`config.mk`:
```
export PLATFORM = sky130hd
export DESIGN_NAME = baoa_langevin_step
export DESIGN_NICKNAME = d
export VERILOG_FILES = /design/src/rtl/blsp_pkg.sv /design/src/rtl/blsp_ctrl.sv /design/src/rtl/blsp_datapath.sv /design/src/rtl/baoa_langevin_step.sv
export SDC_FILE = /design/constraint.sdc
export NUM_CORES = 2
export LEC_CHECK = 0
export ABC_AREA = 1
export BUFFER_PORTS_ARGS = -buffer_cell sky130_fd_sc_hd__buf_2
export CORE_MARGIN = 5
export CORE_UTILIZATION = 36
export CTS_CLUSTER_SIZE = 30
export DETAILED_ROUTE_END_ITERATION = 7
export HOLD_SLACK_MARGIN = 0.15
export PLACE_DENSITY = 0.52
export SLEW_MARGIN = 20
export SYNTH_ARGS = -nofsm -noshare
export SYNTH_HDL_FRONTEND = slang
export SYNTH_HIERARCHICAL = 1
export SYNTH_SLANG_ARGS = --single-unit
```
`constraint.sdc`:
```
create_clock -name clk_i -period 9.4 [get_ports clk_i]
set_clock_uncertainty 0.2 [all_clocks]
set_input_delay 0 -clock clk_i [delete_from_list [all_inputs] [get_ports clk_i]]
set_output_delay 0 -clock clk_i [all_outputs]
set_load 0.1 [all_outputs]
```
`src/rtl/blsp_pkg.sv`:
```
package blsp_pkg;

  // Default number of fractional bits of the fixed point format.
  localparam int FRAC_BITS_DEF = 16;

  // Port widths.
  localparam int NOISE_W     = 20;
  localparam int WORD_W      = 32;
  localparam int KE_W        = 31;
  localparam int IN_TDATA_W  = 88;
  localparam int OUT_TDATA_W = 96;
  localparam int CFG_IDX_W   = 3;
  localparam int CFG_DATA_W  = 32;

  // Register indexes of the configuration port.
  typedef enum logic [CFG_IDX_W-1:0] {
    REG_CUBIC  = 3'd0,
    REG_LINEAR = 3'd1,
    REG_HDTM   = 3'd2,
    REG_HDT    = 3'd3,
    REG_FRIC   = 3'd4,
    REG_NOISE  = 3'd5,
    REG_HMASS  = 3'd6
  } cfg_reg_e;

  // Multiplier operand sources.
  typedef enum logic [3:0] {
    OPND_X,
    OPND_V,
    OPND_T,
    OPND_ETA,
    OPND_CUBIC,
    OPND_LINEAR,
    OPND_HDTM,
    OPND_HDT,
    OPND_FRIC,
    OPND_NOISE,
    OPND_HMASS
  } opnd_e;

  // Writeback operations applied to the registered product.
  typedef enum logic [3:0] {
    WB_NONE,
    WB_T_RND,        // t = round(p)
    WB_T_ADD,        // t = sat(t + round(p))
    WB_K_RND,        // kick = round(p)
    WB_V_SUBK,       // v = sat(v - kick)
    WB_T_RND_V_SUBK, // both of the above at once
    WB_KE_RND,       // ke = round(p)
    WB_X_ADD,        // x = sat(x + round(p))
    WB_V_RND,        // v = round(p)
    WB_V_ADD         // v = sat(v + round(p))
  } wb_e;

  typedef enum logic [4:0] {
    S_IDLE,
    S_MXX, S_WX2, S_MX3, S_WX3,
    S_MC,  S_WC,  S_ML,  S_WF,
    S_MK,  S_WK,  S_V1,
    S_MVV, S_WVV, S_MKE, S_WKE,
    S_MD1, S_WD1, S_MFR, S_WFR,
    S_MN,  S_WN,  S_MD2, S_WD2,
    S_DONE
  } state_e;

  typedef struct packed {
    logic  start;   // a word was accepted: latch noise, clear kinetic energy and overflow
    logic  load;    // an accepted load word loads position and velocity
    logic  mul_en;
    opnd_e a_sel;
    opnd_e b_sel;
    wb_e   wb;
    logic  capture; // copy state into the output register
  } dp_cmd_t;

endpackage

```
`src/rtl/blsp_ctrl.sv`:
```
module blsp_ctrl import blsp_pkg::*; (
  input  logic    clk_i,
  input  logic    rst_ni,
  input  logic    in_valid_i,
  input  logic    in_op_i,
  output logic    in_ready_o,
  input  logic    out_ready_i,
  output logic    out_valid_o,
  output dp_cmd_t cmd_o
);

  state_e state_q, state_d;
  logic   out_valid_q, out_valid_d;
  logic   accept;
  logic   out_free;

  assign in_ready_o  = (state_q == S_IDLE);
  assign accept      = in_valid_i && in_ready_o;
  assign out_free    = !out_valid_q || out_ready_i;
  assign out_valid_o = out_valid_q;

  always_comb begin
    state_d = state_q;
    unique case (state_q)
      S_IDLE: begin
        if (accept) begin
          state_d = in_op_i ? S_DONE : S_MXX;
        end
      end
      S_MXX: state_d = S_WX2;
      S_WX2: state_d = S_MX3;
      S_MX3: state_d = S_WX3;
      S_WX3: state_d = S_MC;
      S_MC:  state_d = S_WC;
      S_WC:  state_d = S_ML;
      S_ML:  state_d = S_WF;
      S_WF:  state_d = S_MK;
      S_MK:  state_d = S_WK;
      S_WK:  state_d = S_V1;
      S_V1:  state_d = S_MVV;
      S_MVV: state_d = S_WVV;
      S_WVV: state_d = S_MKE;
      S_MKE: state_d = S_WKE;
      S_WKE: state_d = S_MD1;
      S_MD1: state_d = S_WD1;
      S_WD1: state_d = S_MFR;
      S_MFR: state_d = S_WFR;
      S_WFR: state_d = S_MN;
      S_MN:  state_d = S_WN;
      S_WN:  state_d = S_MD2;
      S_MD2: state_d = S_WD2;
      S_WD2: state_d = S_DONE;
      S_DONE: begin
        if (out_free) begin
          state_d = S_IDLE;
        end
      end
      default: state_d = S_IDLE;
    endcase
  end

  always_comb begin
    cmd_o         = '0;
    cmd_o.a_sel   = OPND_X;
    cmd_o.b_sel   = OPND_X;
    cmd_o.wb      = WB_NONE;
    cmd_o.start   = accept;
    cmd_o.load    = accept && in_op_i;
    unique case (state_q)
      S_MXX: begin
        cmd_o.mul_en = 1'b1;
      end
      S_MX3: begin
        cmd_o.mul_en = 1'b1;
        cmd_o.a_sel  = OPND_T;
      end
      S_MC: begin
        cmd_o.mul_en = 1'b1;
        cmd_o.a_sel  = OPND_CUBIC;
        cmd_o.b_sel  = OPND_T;
      end
      S_ML: begin
        cmd_o.mul_en = 1'b1;
        cmd_o.a_sel  = OPND_LINEAR;
      end
      S_MK: begin
        cmd_o.mul_en = 1'b1;
        cmd_o.a_sel  = OPND_HDTM;
        cmd_o.b_sel  = OPND_T;
      end
      S_MVV: begin
        cmd_o.mul_en = 1'b1;
        cmd_o.a_sel  = OPND_V;
        cmd_o.b_sel  = OPND_V;
      end
      S_MKE: begin
        cmd_o.mul_en = 1'b1;
        cmd_o.a_sel  = OPND_HMASS;
        cmd_o.b_sel  = OPND_T;
      end
      S_MD1, S_MD2: begin
        cmd_o.mul_en = 1'b1;
        cmd_o.a_sel  = OPND_HDT;
        cmd_o.b_sel  = OPND_V;
      end
      S_MFR: begin
        cmd_o.mul_en = 1'b1;
        cmd_o.a_sel  = OPND_FRIC;
        cmd_o.b_sel  = OPND_V;
      end
      S_MN: begin
        cmd_o.mul_en = 1'b1;
        cmd_o.a_sel  = OPND_NOISE;
        cmd_o.b_sel  = OPND_ETA;
      end
      S_WX2, S_WX3, S_WC: cmd_o.wb = WB_T_RND;
      S_WF:               cmd_o.wb = WB_T_ADD;
      S_WK:               cmd_o.wb = WB_K_RND;
      S_V1:               cmd_o.wb = WB_V_SUBK;
      S_WVV:              cmd_o.wb = WB_T_RND_V_SUBK;
      S_WKE:              cmd_o.wb = WB_KE_RND;
      S_WD1, S_WD2:       cmd_o.wb = WB_X_ADD;
      S_WFR:              cmd_o.wb = WB_V_RND;
      S_WN:               cmd_o.wb = WB_V_ADD;
      S_DONE:             cmd_o.capture = out_free;
      S_IDLE: ;
      default: ;
    endcase
  end

  always_comb begin
    out_valid_d = out_valid_q && !out_ready_i;
    if (cmd_o.capture) begin
      out_valid_d = 1'b1;
    end
  end

  always_ff @(posedge clk_i or negedge rst_ni) begin
    if (!rst_ni) begin
      state_q     <= S_IDLE;
      out_valid_q <= 1'b0;
    end else begin
      state_q     <= state_d;
      out_valid_q <= out_valid_d;
    end
  end

endmodule

```
`src/rtl/blsp_datapath.sv`:
```
module blsp_datapath import blsp_pkg::*; #(
  parameter int FRAC_BITS = FRAC_BITS_DEF
) (
  input  logic                         clk_i,
  input  logic                         rst_ni,
  input  logic                         cfg_we_i,
  input  logic [CFG_IDX_W-1:0]         cfg_idx_i,
  input  logic [CFG_DATA_W-1:0]        cfg_data_i,
  input  dp_cmd_t                      cmd_i,
  input  logic signed [NOISE_W-1:0]    in_noise_i,
  input  logic signed [WORD_W-1:0]     in_pos_i,
  input  logic signed [WORD_W-1:0]     in_vel_i,
  output logic signed [WORD_W-1:0]     out_pos_o,
  output logic signed [WORD_W-1:0]     out_vel_o,
  output logic [KE_W-1:0]              out_ke_o,
  output logic                         out_ovf_o
);

  // The friction register must hold 1.0 at any fraction width.
  localparam int FricW = (FRAC_BITS + 1 > 17) ? FRAC_BITS + 1 : 17;
  localparam logic signed [63:0] RndHalf  = 64'sd1 <<< (FRAC_BITS - 1);
  localparam logic [WORD_W-1:0]  OneRst   = WORD_W'(64'd1 << FRAC_BITS);
  localparam logic [KE_W-1:0]    HundRst  = KE_W'((64'd1 << FRAC_BITS) / 100);
  localparam logic [KE_W-1:0]    HalfRst  = KE_W'(64'd1 << (FRAC_BITS - 1));
  localparam logic [FricW-1:0]   FricRst  = FricW'(64'd1 << FRAC_BITS);
  localparam logic signed [WORD_W-1:0] MaxW = 32'sh7FFFFFFF;
  localparam logic signed [WORD_W-1:0] MinW = 32'sh80000000;

  typedef struct packed {
    logic                     ovf;
    logic signed [WORD_W-1:0] val;
  } sat_t;

  function automatic sat_t sat_wide(input logic signed [63:0] v);
    sat_t r;
    r.ovf = 1'b0;
    r.val = v[WORD_W-1:0];
    if (v > 64'sh000000007FFFFFFF) begin
      r.ovf = 1'b1;
      r.val = MaxW;
    end else if (v < 64'shFFFFFFFF80000000) begin
      r.ovf = 1'b1;
      r.val = MinW;
    end
    return r;
  endfunction

  function automatic sat_t sat_sum(input logic signed [WORD_W:0] s);
    sat_t r;
    r.ovf = (s[WORD_W] != s[WORD_W-1]);
    r.val = s[WORD_W-1:0];
    if (r.ovf) begin
      r.val = s[WORD_W] ? MinW : MaxW;
    end
    return r;
  endfunction

  // Configuration registers.
  logic signed [WORD_W-1:0] cubic_q, linear_q;
  logic [KE_W-1:0]          hdtm_q, hdt_q, noise_q, hmass_q;
  logic [FricW-1:0]         fric_q;

  // Particle state and working registers.
  logic signed [WORD_W-1:0]  x_q, x_d, v_q, v_d, t_q, t_d, k_q, k_d;
  logic [KE_W-1:0]           ke_q, ke_d;
  logic                      ovf_q, ovf_d;
  logic signed [NOISE_W-1:0] eta_q;
  logic signed [63:0]        p_q;

  logic signed [WORD_W-1:0] opnd_a, opnd_b;
  logic signed [63:0]       prod_rnd, prod_sh;
  logic signed [WORD_W-1:0] add_base;
  sat_t                     rnd, acc, vsub;
  logic                     wb_ovf;

  function automatic logic signed [WORD_W-1:0] pick(
    input opnd_e                     sel,
    input logic signed [WORD_W-1:0]  x,
    input logic signed [WORD_W-1:0]  v,
    input logic signed [WORD_W-1:0]  t,
    input logic signed [NOISE_W-1:0] eta
  );
    logic signed [WORD_W-1:0] r;
    case (sel)
      OPND_X:      r = x;
      OPND_V:      r = v;
      OPND_T:      r = t;
      OPND_ETA:    r = {{(WORD_W-NOISE_W){eta[NOISE_W-1]}}, eta};
      OPND_CUBIC:  r = cubic_q;
      OPND_LINEAR: r = linear_q;
      OPND_HDTM:   r = {1'b0, hdtm_q};
      OPND_HDT:    r = {1'b0, hdt_q};
      OPND_FRIC:   r = {{(WORD_W-FricW){1'b0}}, fric_q};
      OPND_NOISE:  r = {1'b0, noise_q};
      OPND_HMASS:  r = {1'b0, hmass_q};
      default:     r = '0;
    endcase
    return r;
  endfunction

  assign opnd_a = pick(cmd_i.a_sel, x_q, v_q, t_q, eta_q);
  assign opnd_b = pick(cmd_i.b_sel, x_q, v_q, t_q, eta_q);

  // Round half up at the binary point, then floor by arithmetic shift.
  assign prod_rnd = p_q + RndHalf;
  assign prod_sh  = prod_rnd >>> FRAC_BITS;
  assign rnd      = sat_wide(prod_sh);

  always_comb begin
    case (cmd_i.wb)
      WB_X_ADD: add_base = x_q;
      WB_V_ADD: add_base = v_q;
      default:  add_base = t_q;
    endcase
  end

  assign acc  = sat_sum({add_base[WORD_W-1], add_base} + {rnd.val[WORD_W-1], rnd.val});
  assign vsub = sat_sum({v_q[WORD_W-1], v_q} - {k_q[WORD_W-1], k_q});

  always_comb begin
    x_d    = x_q;
    v_d    = v_q;
    t_d    = t_q;
    k_d    = k_q;
    ke_d   = ke_q;
    wb_ovf = 1'b0;
    case (cmd_i.wb)
      WB_T_RND: begin
        t_d    = rnd.val;
        wb_ovf = rnd.ovf;
      end
      WB_T_ADD: begin
        t_d    = acc.val;
        wb_ovf = rnd.ovf | acc.ovf;
      end
      WB_K_RND: begin
        k_d    = rnd.val;
        wb_ovf = rnd.ovf;
      end
      WB_V_SUBK: begin
        v_d    = vsub.val;
        wb_ovf = vsub.ovf;
      end
      WB_T_RND_V_SUBK: begin
        t_d    = rnd.val;
        v_d    = vsub.val;
        wb_ovf = rnd.ovf | vsub.ovf;
      end
      WB_KE_RND: begin
        // Half mass and a square are both non-negative.
        ke_d   = rnd.val[KE_W-1:0];
        wb_ovf = rnd.ovf;
      end
      WB_X_ADD: begin
        x_d    = acc.val;
        wb_ovf = rnd.ovf | acc.ovf;
      end
      WB_V_RND: begin
        v_d    = rnd.val;
        wb_ovf = rnd.ovf;
      end
      WB_V_ADD: begin
        v_d    = acc.val;
        wb_ovf = rnd.ovf | acc.ovf;
      end
      default: ;
    endcase
    ovf_d = ovf_q | wb_ovf;
    if (cmd_i.start) begin
      ke_d  = '0;
      ovf_d = 1'b0;
    end
    if (cmd_i.load) begin
      x_d = in_pos_i;
      v_d = in_vel_i;
    end
  end

  always_ff @(posedge clk_i or negedge rst_ni) begin
    if (!rst_ni) begin
      cubic_q  <= '0;
      linear_q <= OneRst;
      hdtm_q   <= HundRst;
      hdt_q    <= HundRst;
      fric_q   <= FricRst;
      noise_q  <= '0;
      hmass_q  <= HalfRst;
    end else if (cfg_we_i) begin
      unique case (cfg_reg_e'(cfg_idx_i))
        REG_CUBIC:  cubic_q  <= cfg_data_i;
        REG_LINEAR: linear_q <= cfg_data_i;
        REG_HDTM:   hdtm_q   <= cfg_data_i[KE_W-1:0];
        REG_HDT:    hdt_q    <= cfg_data_i[KE_W-1:0];
        REG_FRIC:   fric_q   <= FricW'(cfg_data_i[16:0]);
        REG_NOISE:  noise_q  <= cfg_data_i[KE_W-1:0];
        REG_HMASS:  hmass_q  <= cfg_data_i[KE_W-1:0];
        default: ;
      endcase
    end
  end

  always_ff @(posedge clk_i or negedge rst_ni) begin
    if (!rst_ni) begin
      x_q   <= '0;
      v_q   <= '0;
      ovf_q <= 1'b0;
    end else begin
      x_q   <= x_d;
      v_q   <= v_d;
      ovf_q <= ovf_d;
    end
  end

  always_ff @(posedge clk_i) begin
    t_q  <= t_d;
    k_q  <= k_d;
    ke_q <= ke_d;
    if (cmd_i.start) begin
      eta_q <= in_noise_i;
    end
    if (cmd_i.mul_en) begin
      p_q <= opnd_a * opnd_b;
    end
    if (cmd_i.capture) begin
      out_pos_o <= x_q;
      out_vel_o <= v_q;
      out_ke_o  <= ke_q;
      out_ovf_o <= ovf_q;
    end
  end

endmodule

```
`src/rtl/baoa_langevin_step.sv`:
```
// One particle advanced by one BAOA Langevin step per step input word.
// Input stream (s_axis): tuser is the opcode, 0 for a step and 1 for a load.
// A step draws on the noise sample; a load replaces position and velocity.
// Output stream (m_axis): one word per input with position, velocity, the
// midpoint kinetic energy and a saturation flag in tuser.
// Configuration is written through cfg_we_i/cfg_idx_i/cfg_data_i while the
// block is idle; the user must keep to this, as the block does not enforce
// it. Indexes seven and up are ignored. A step result enters the output
// register once the sequencer has run its multiply and writeback states; a
// load goes straight from idle to the done state. Both wait there until the
// output register is free. The sequencer shares the single 32x32 multiplier
// among eleven products, each formed in a multiply state and rounded and
// written back in a writeback state. s_axis_tready is high only while the
// sequencer is idle. A finished word waits in the output register, so the
// next input is taken while the receiver stalls; the following result then
// holds until the word is taken. Reset restores the default coefficients and
// clears position, velocity and the output valid.
module baoa_langevin_step import blsp_pkg::*; #(
  parameter int FRAC_BITS = FRAC_BITS_DEF
) (
  input  logic                   clk_i,
  input  logic                   rst_ni,
  input  logic                   s_axis_tvalid,
  output logic                   s_axis_tready,
  // noise_sample, load_position, load_velocity, zero fill
  input  logic [IN_TDATA_W-1:0]  s_axis_tdata,
  // op
  input  logic                   s_axis_tuser,
  output logic                   m_axis_tvalid,
  input  logic                   m_axis_tready,
  // position, velocity, kinetic_energy, zero fill
  output logic [OUT_TDATA_W-1:0] m_axis_tdata,
  // overflow
  output logic                   m_axis_tuser,
  input  logic                   cfg_we_i,
  input  logic [CFG_IDX_W-1:0]   cfg_idx_i,
  input  logic [CFG_DATA_W-1:0]  cfg_data_i
);

  dp_cmd_t                  cmd;
  logic signed [WORD_W-1:0] pos, vel;
  logic [KE_W-1:0]          ke;

  blsp_ctrl u_ctrl (
    .clk_i       (clk_i),
    .rst_ni      (rst_ni),
    .in_valid_i  (s_axis_tvalid),
    .in_op_i     (s_axis_tuser),
    .in_ready_o  (s_axis_tready),
    .out_ready_i (m_axis_tready),
    .out_valid_o (m_axis_tvalid),
    .cmd_o       (cmd)
  );

  blsp_datapath #(
    .FRAC_BITS (FRAC_BITS)
  ) u_dp (
    .clk_i      (clk_i),
    .rst_ni     (rst_ni),
    .cfg_we_i   (cfg_we_i),
    .cfg_idx_i  (cfg_idx_i),
    .cfg_data_i (cfg_data_i),
    .cmd_i      (cmd),
    .in_noise_i (s_axis_tdata[NOISE_W-1:0]),
    .in_pos_i   (s_axis_tdata[NOISE_W+WORD_W-1:NOISE_W]),
    .in_vel_i   (s_axis_tdata[NOISE_W+2*WORD_W-1:NOISE_W+WORD_W]),
    .out_pos_o  (pos),
    .out_vel_o  (vel),
    .out_ke_o   (ke),
    .out_ovf_o  (m_axis_tuser)
  );

  assign m_axis_tdata = {1'b0, ke, vel, pos};

endmodule

```
==> impl_results.md <==
- Worst hold path type: register to register
- Fin. max-slew vios: ~140
- Max FO, Critical Path: 11
- Worst-margin pin slew: 3.20 ns
- TritonCTS Buffers: 60
- Post-synth ARST share: 0.515
- Reg-to-reg startpoint: u_ctrl/state_q[3]$_DFFE_PN0P_
- Worst Hold Path Cells: 0
- YS warnings: 6
- H-Tree Depth: 2
- Initial Util: 0.361
- FF+latch count, synth: 536
- Residual DRC: 0
- Nets@finish: 11,142
- Reg2reg setup slack: ~0.20 ns
- Crit end category: register
- M1 GR Usage: 0.339
- Placed insts: ~12,000
- Post-synth EDFFs: around 230
- Die height: 446 µm
- Final worst-path cycle share: 0.979
- Syn Inst Count: around 8,700
- Vias in the first global route: between 60,000 and 70,000
- Later-pin clock latency in the skew report: between 0.6 and 0.7 ns
- GR Util All Layers: 0.275
- RR Endpoint: u_dp/p_q[49]$_DFFE_PP_
- PortBufs: about 220
- Clock sinks: about 540
- Clock transition at path regs: roughly 0.060 ns
- Max-cap viol count: 0
- Status: finished with violations
- GR peak layer: met2
- Worst EP arrival: around 9.4 ns
- DRT Wirelength: between 200,000 and 300,000 µm
- Clock Path Buffers: 3
- Gpl congestion: ~0.98
- Detailed-route via count: about 62,000
- Initial drt markers: 5,048
- Largest net degree at the start of global routing: between 100 and 150
- Post-Route Utilization: 0.453
- Final HPWL DP: roughly 220,000 µm
- 1st-pass router iterations: 8
- RSZ-0062 raised after global routing: yes
- Area of the multi-input gates: ~47,000 µm²
- Initial antenna violation count: 2
- Critical path launch point type: register
- Setup violators final: 0
- Share of cells above drive strength 1: 0.158
- Final Hold Vio Count: 0
- Antenna viol nets, final: 0
- Mean Syn Cell Area: ~7.9 µm²
- Slew margin rel.: -1.14
- Minimum clock period: a little over 9 ns
- Post-route cell area: around 86,000 µm²
- GR Overflow Total: 0
- Root Driver: clkbuf_16
- Register area: about 14,000 µm²
- R2R cell count: 40
- GRT met3 Usage: 0.0262
- First-pass GRT wire length: a little over 400,000 µm
- CTS tree: yes
- Hold Path Sink: u_dp/out_ke_o[16]$_DFFE_PP_
- Dpl cell area: 78,600 µm²
- Max incr delay on CP: between 0.6 and 0.7 ns
- Vias per cell: between 5 and 6
- GR Layer Usage met2: 0.479
- Post-Synthesis Cell Area: around 69,000 µm²
- Fin cells: 12,251
- Sum Neg Setup Slack: 0 ns
- Critical path's most frequent cell: fa_1
- Hold path start: u_dp/ke_q[16]$_SDFFE_PP0N_
- Synth Flop Type: dfrtp_1
- F_max: ~110 MHz
- Post-detailed-route wirelength per cell: 22.9 µm
- Sequential area share after synthesis: 0.210
- Failing checks: max-slew violations
- Critical path class: register to register
- Filler instances: approximately 19,000
- P&R area growth vs syn: 25.5%
- FP Rows: 160
- Die ar.: about 200,000 µm²
- Die X: ~450 µm
- Core Area: approximately 190,000 µm²
- CP Data Required Time: 9.62 ns
- Synth unique cells: between 50 and 60
- Slowest-stage cell, CP: fa_1
- I/O pin total: ~230
==> flip-flops by register name, summed over array words and instances, names as in the netlist <==
signal,count
u_dp/ovf_q,1
u_dp/cubic_q,32
u_dp/out_ke_o,31
u_ctrl/state_q,5
u_dp/x_q,32
u_dp/hmass_q,31
u_dp/v_q,32
u_dp/out_ovf_o,1
u_dp/fric_q,17
u_dp/t_q,32
u_dp/ke_q,31
u_dp/hdt_q,31
u_dp/eta_q,20
u_dp/p_q,49
u_dp/out_pos_o,32
u_dp/out_vel_o,32
u_ctrl/out_valid_o,1
u_dp/linear_q,32
u_dp/hdtm_q,31
u_dp/noise_q,31
u_dp/k_q,32
==> layout by cell type (no fill, tap or decap), types with 17 or more instances in the layout <==
| cell type | synthesis | layout |
|---|---|---|
| ha_4 | 0 | 29 |
| xor2_1 | 108 | 104 |
| a21oi_1 | 250 | 210 |
| dfrtp_1 | 261 | 257 |
| ha_1 | 245 | 212 |
| nor2_1 | 410 | 357 |
| o2111ai_4 | 0 | 17 |
| nand2_1 | 2340 | 2296 |
| a21oi_2 | 1 | 38 |
| a221oi_2 | 0 | 36 |
| nand3_1 | 196 | 177 |
| fa_2 | 0 | 32 |
| inv_2 | 7 | 24 |
| nand3_2 | 3 | 18 |
| nand2_2 | 17 | 55 |
| o21ai_0 | 409 | 380 |
| nand4_1 | 47 | 47 |
| o22ai_1 | 116 | 107 |
| clkbuf_16 | 0 | 72 |
| buf_4 | 8 | 654 |
| o21ai_1 | 4 | 25 |
| buf_2 | 35 | 221 |
| o221ai_1 | 59 | 57 |
| inv_1 | 2152 | 2129 |
| a221oi_1 | 121 | 81 |
| fa_1 | 1083 | 1051 |
| edfxtp_1 | 229 | 229 |
| nor2_4 | 7 | 32 |
| o21bai_1 | 19 | 19 |
| dfxtp_1 | 31 | 31 |
| xnor2_1 | 26 | 26 |
| buf_12 | 0 | 100 |
| buf_6 | 6 | 21 |
| nor2_2 | 16 | 44 |
| dlygate4sd3_1 | 0 | 287 |
==> metal layers <==
metal / wire length, µm / part of all wire
met5: 0 / 0
met4: 18600 / 0.066
met3: 15900 / 0.057
met2: 137000 / 0.49
met1: 110000 / 0.39
==> worst max-delay path: cells and delay by family (launching register included) <==
| kind | cells | cell delay [ns] |
|---|---|---|
| adders and majority gates | 9 | 4.58 |
| AOI/OAI and AO/OA | 3 | 0.54 |
| DFF | 1 | 0.46 |
| and+or+nand+nor | 14 | 1.40 |
| buffers and inverters | 13 | 1.69 |
| xor gates and xnor gates | 1 | 0.06 |
==> Yosys cell counts (15+ instances only) <==
cell          n  area share
dfxtp_1      31      0.0091
nand4_1      47      0.0043
xnor2_1      26      0.0033
o21ai_0     409       0.030
dfrtp_1     261       0.095
o22ai_1     116       0.011
nand3_1     196       0.014
nor3_1       19      0.0014
a31oi_1      20      0.0018
dfstp_2      15      0.0057
ha_1        245       0.045
nand2_1    2340        0.13
clkbuf_1    296       0.016
nand2_2      17      0.0016
nor2_1      410       0.022
buf_2        35      0.0026
inv_1      2152        0.12
xor2_1      108       0.014
o2111ai_1    17      0.0022
a221oi_1    121       0.015
a21oi_1     250       0.018
o221ai_1     59      0.0075
o21bai_1     19      0.0021
nor2_2       16      0.0015
edfxtp_1    229        0.10
fa_1       1083        0.32
==> stage by stage <==
step	setup slack, ns	hold WS (ns)
finish	0.200	0.193
floorplan	0.0910	-0.496
detailed placement	-0.578	-0.165
CTS	-0.0211	0.153
global placement	-0.532	-0.162
global route	-0.124	0.188
==> cell type report <==
cell class	instances	share of cell area
Timing Repair Buffer	1306	0.135
Tap cell	2511	0.0365
Multi-Input combinational cell	5618	0.542
Clock buffer	76	0.0189
Sequential cell	536	0.168
Inverter	2163	0.0946
Clock inverter	37	0.00515
Antenna cell	4	0.000116
==> cell families (layout without fill, tap and decap cells) <==
kind of cell,Yosys count,count (layout),share of synthesized area
and+or+nand+nor,3086,3086,0.178
buffers and inverters,2516,3582,0.139
adders and majority gates,1328,1328,0.361
AOI/OAI and AO/OA,1067,1067,0.0939
DFF,536,536,0.210
xor gates and xnor gates,134,134,0.0171
other,2,7,0.000110
==> worst max path at each step <==
stage / start / to / slack [ns] / depth (start not counted)
2_1_floorplan: u_ctrl/state_q[3]$_DFFE_PN0P_ / u_dp/p_q[63]$_DFFE_PP_ / 0.09 / 35
3_3_place_gp: u_ctrl/state_q[3]$_DFFE_PN0P_ / u_dp/p_q[56]$_DFFE_PP_ / -0.53 / 38
3_5_place_dp: u_ctrl/state_q[3]$_DFFE_PN0P_ / u_dp/p_q[48]$_DFFE_PP_ / -0.58 / 38
4_1_cts: u_ctrl/state_q[3]$_DFFE_PN0P_ / u_dp/p_q[62]$_DFFE_PP_ / -0.02 / 39
5_1_grt: u_ctrl/state_q[3]$_DFFE_PN0P_ / u_dp/p_q[56]$_DFFE_PP_ / -0.12 / 43
6_report: u_ctrl/state_q[3]$_DFFE_PN0P_ / u_dp/p_q[49]$_DFFE_PP_ / 0.20 / 40
==> timing repair <==
| item | in CTS | in global routing |
|---|---|---|
| cloned | 0 | 13 |
| gates resized for setup | 86 | 359 |
| buffers inserted | 5 | 35 |
| pin swaps | 16 | 100 |
| endpoints found under the setup margin | 42 | 44 |
| hold buffers | 288 | 0 |
| hold endpoints to repair | 582 | 0 |
Power is left out: the tool's default activity adds up to more than one toggle a clock period on the data nets, which glitch-free logic cannot reach.
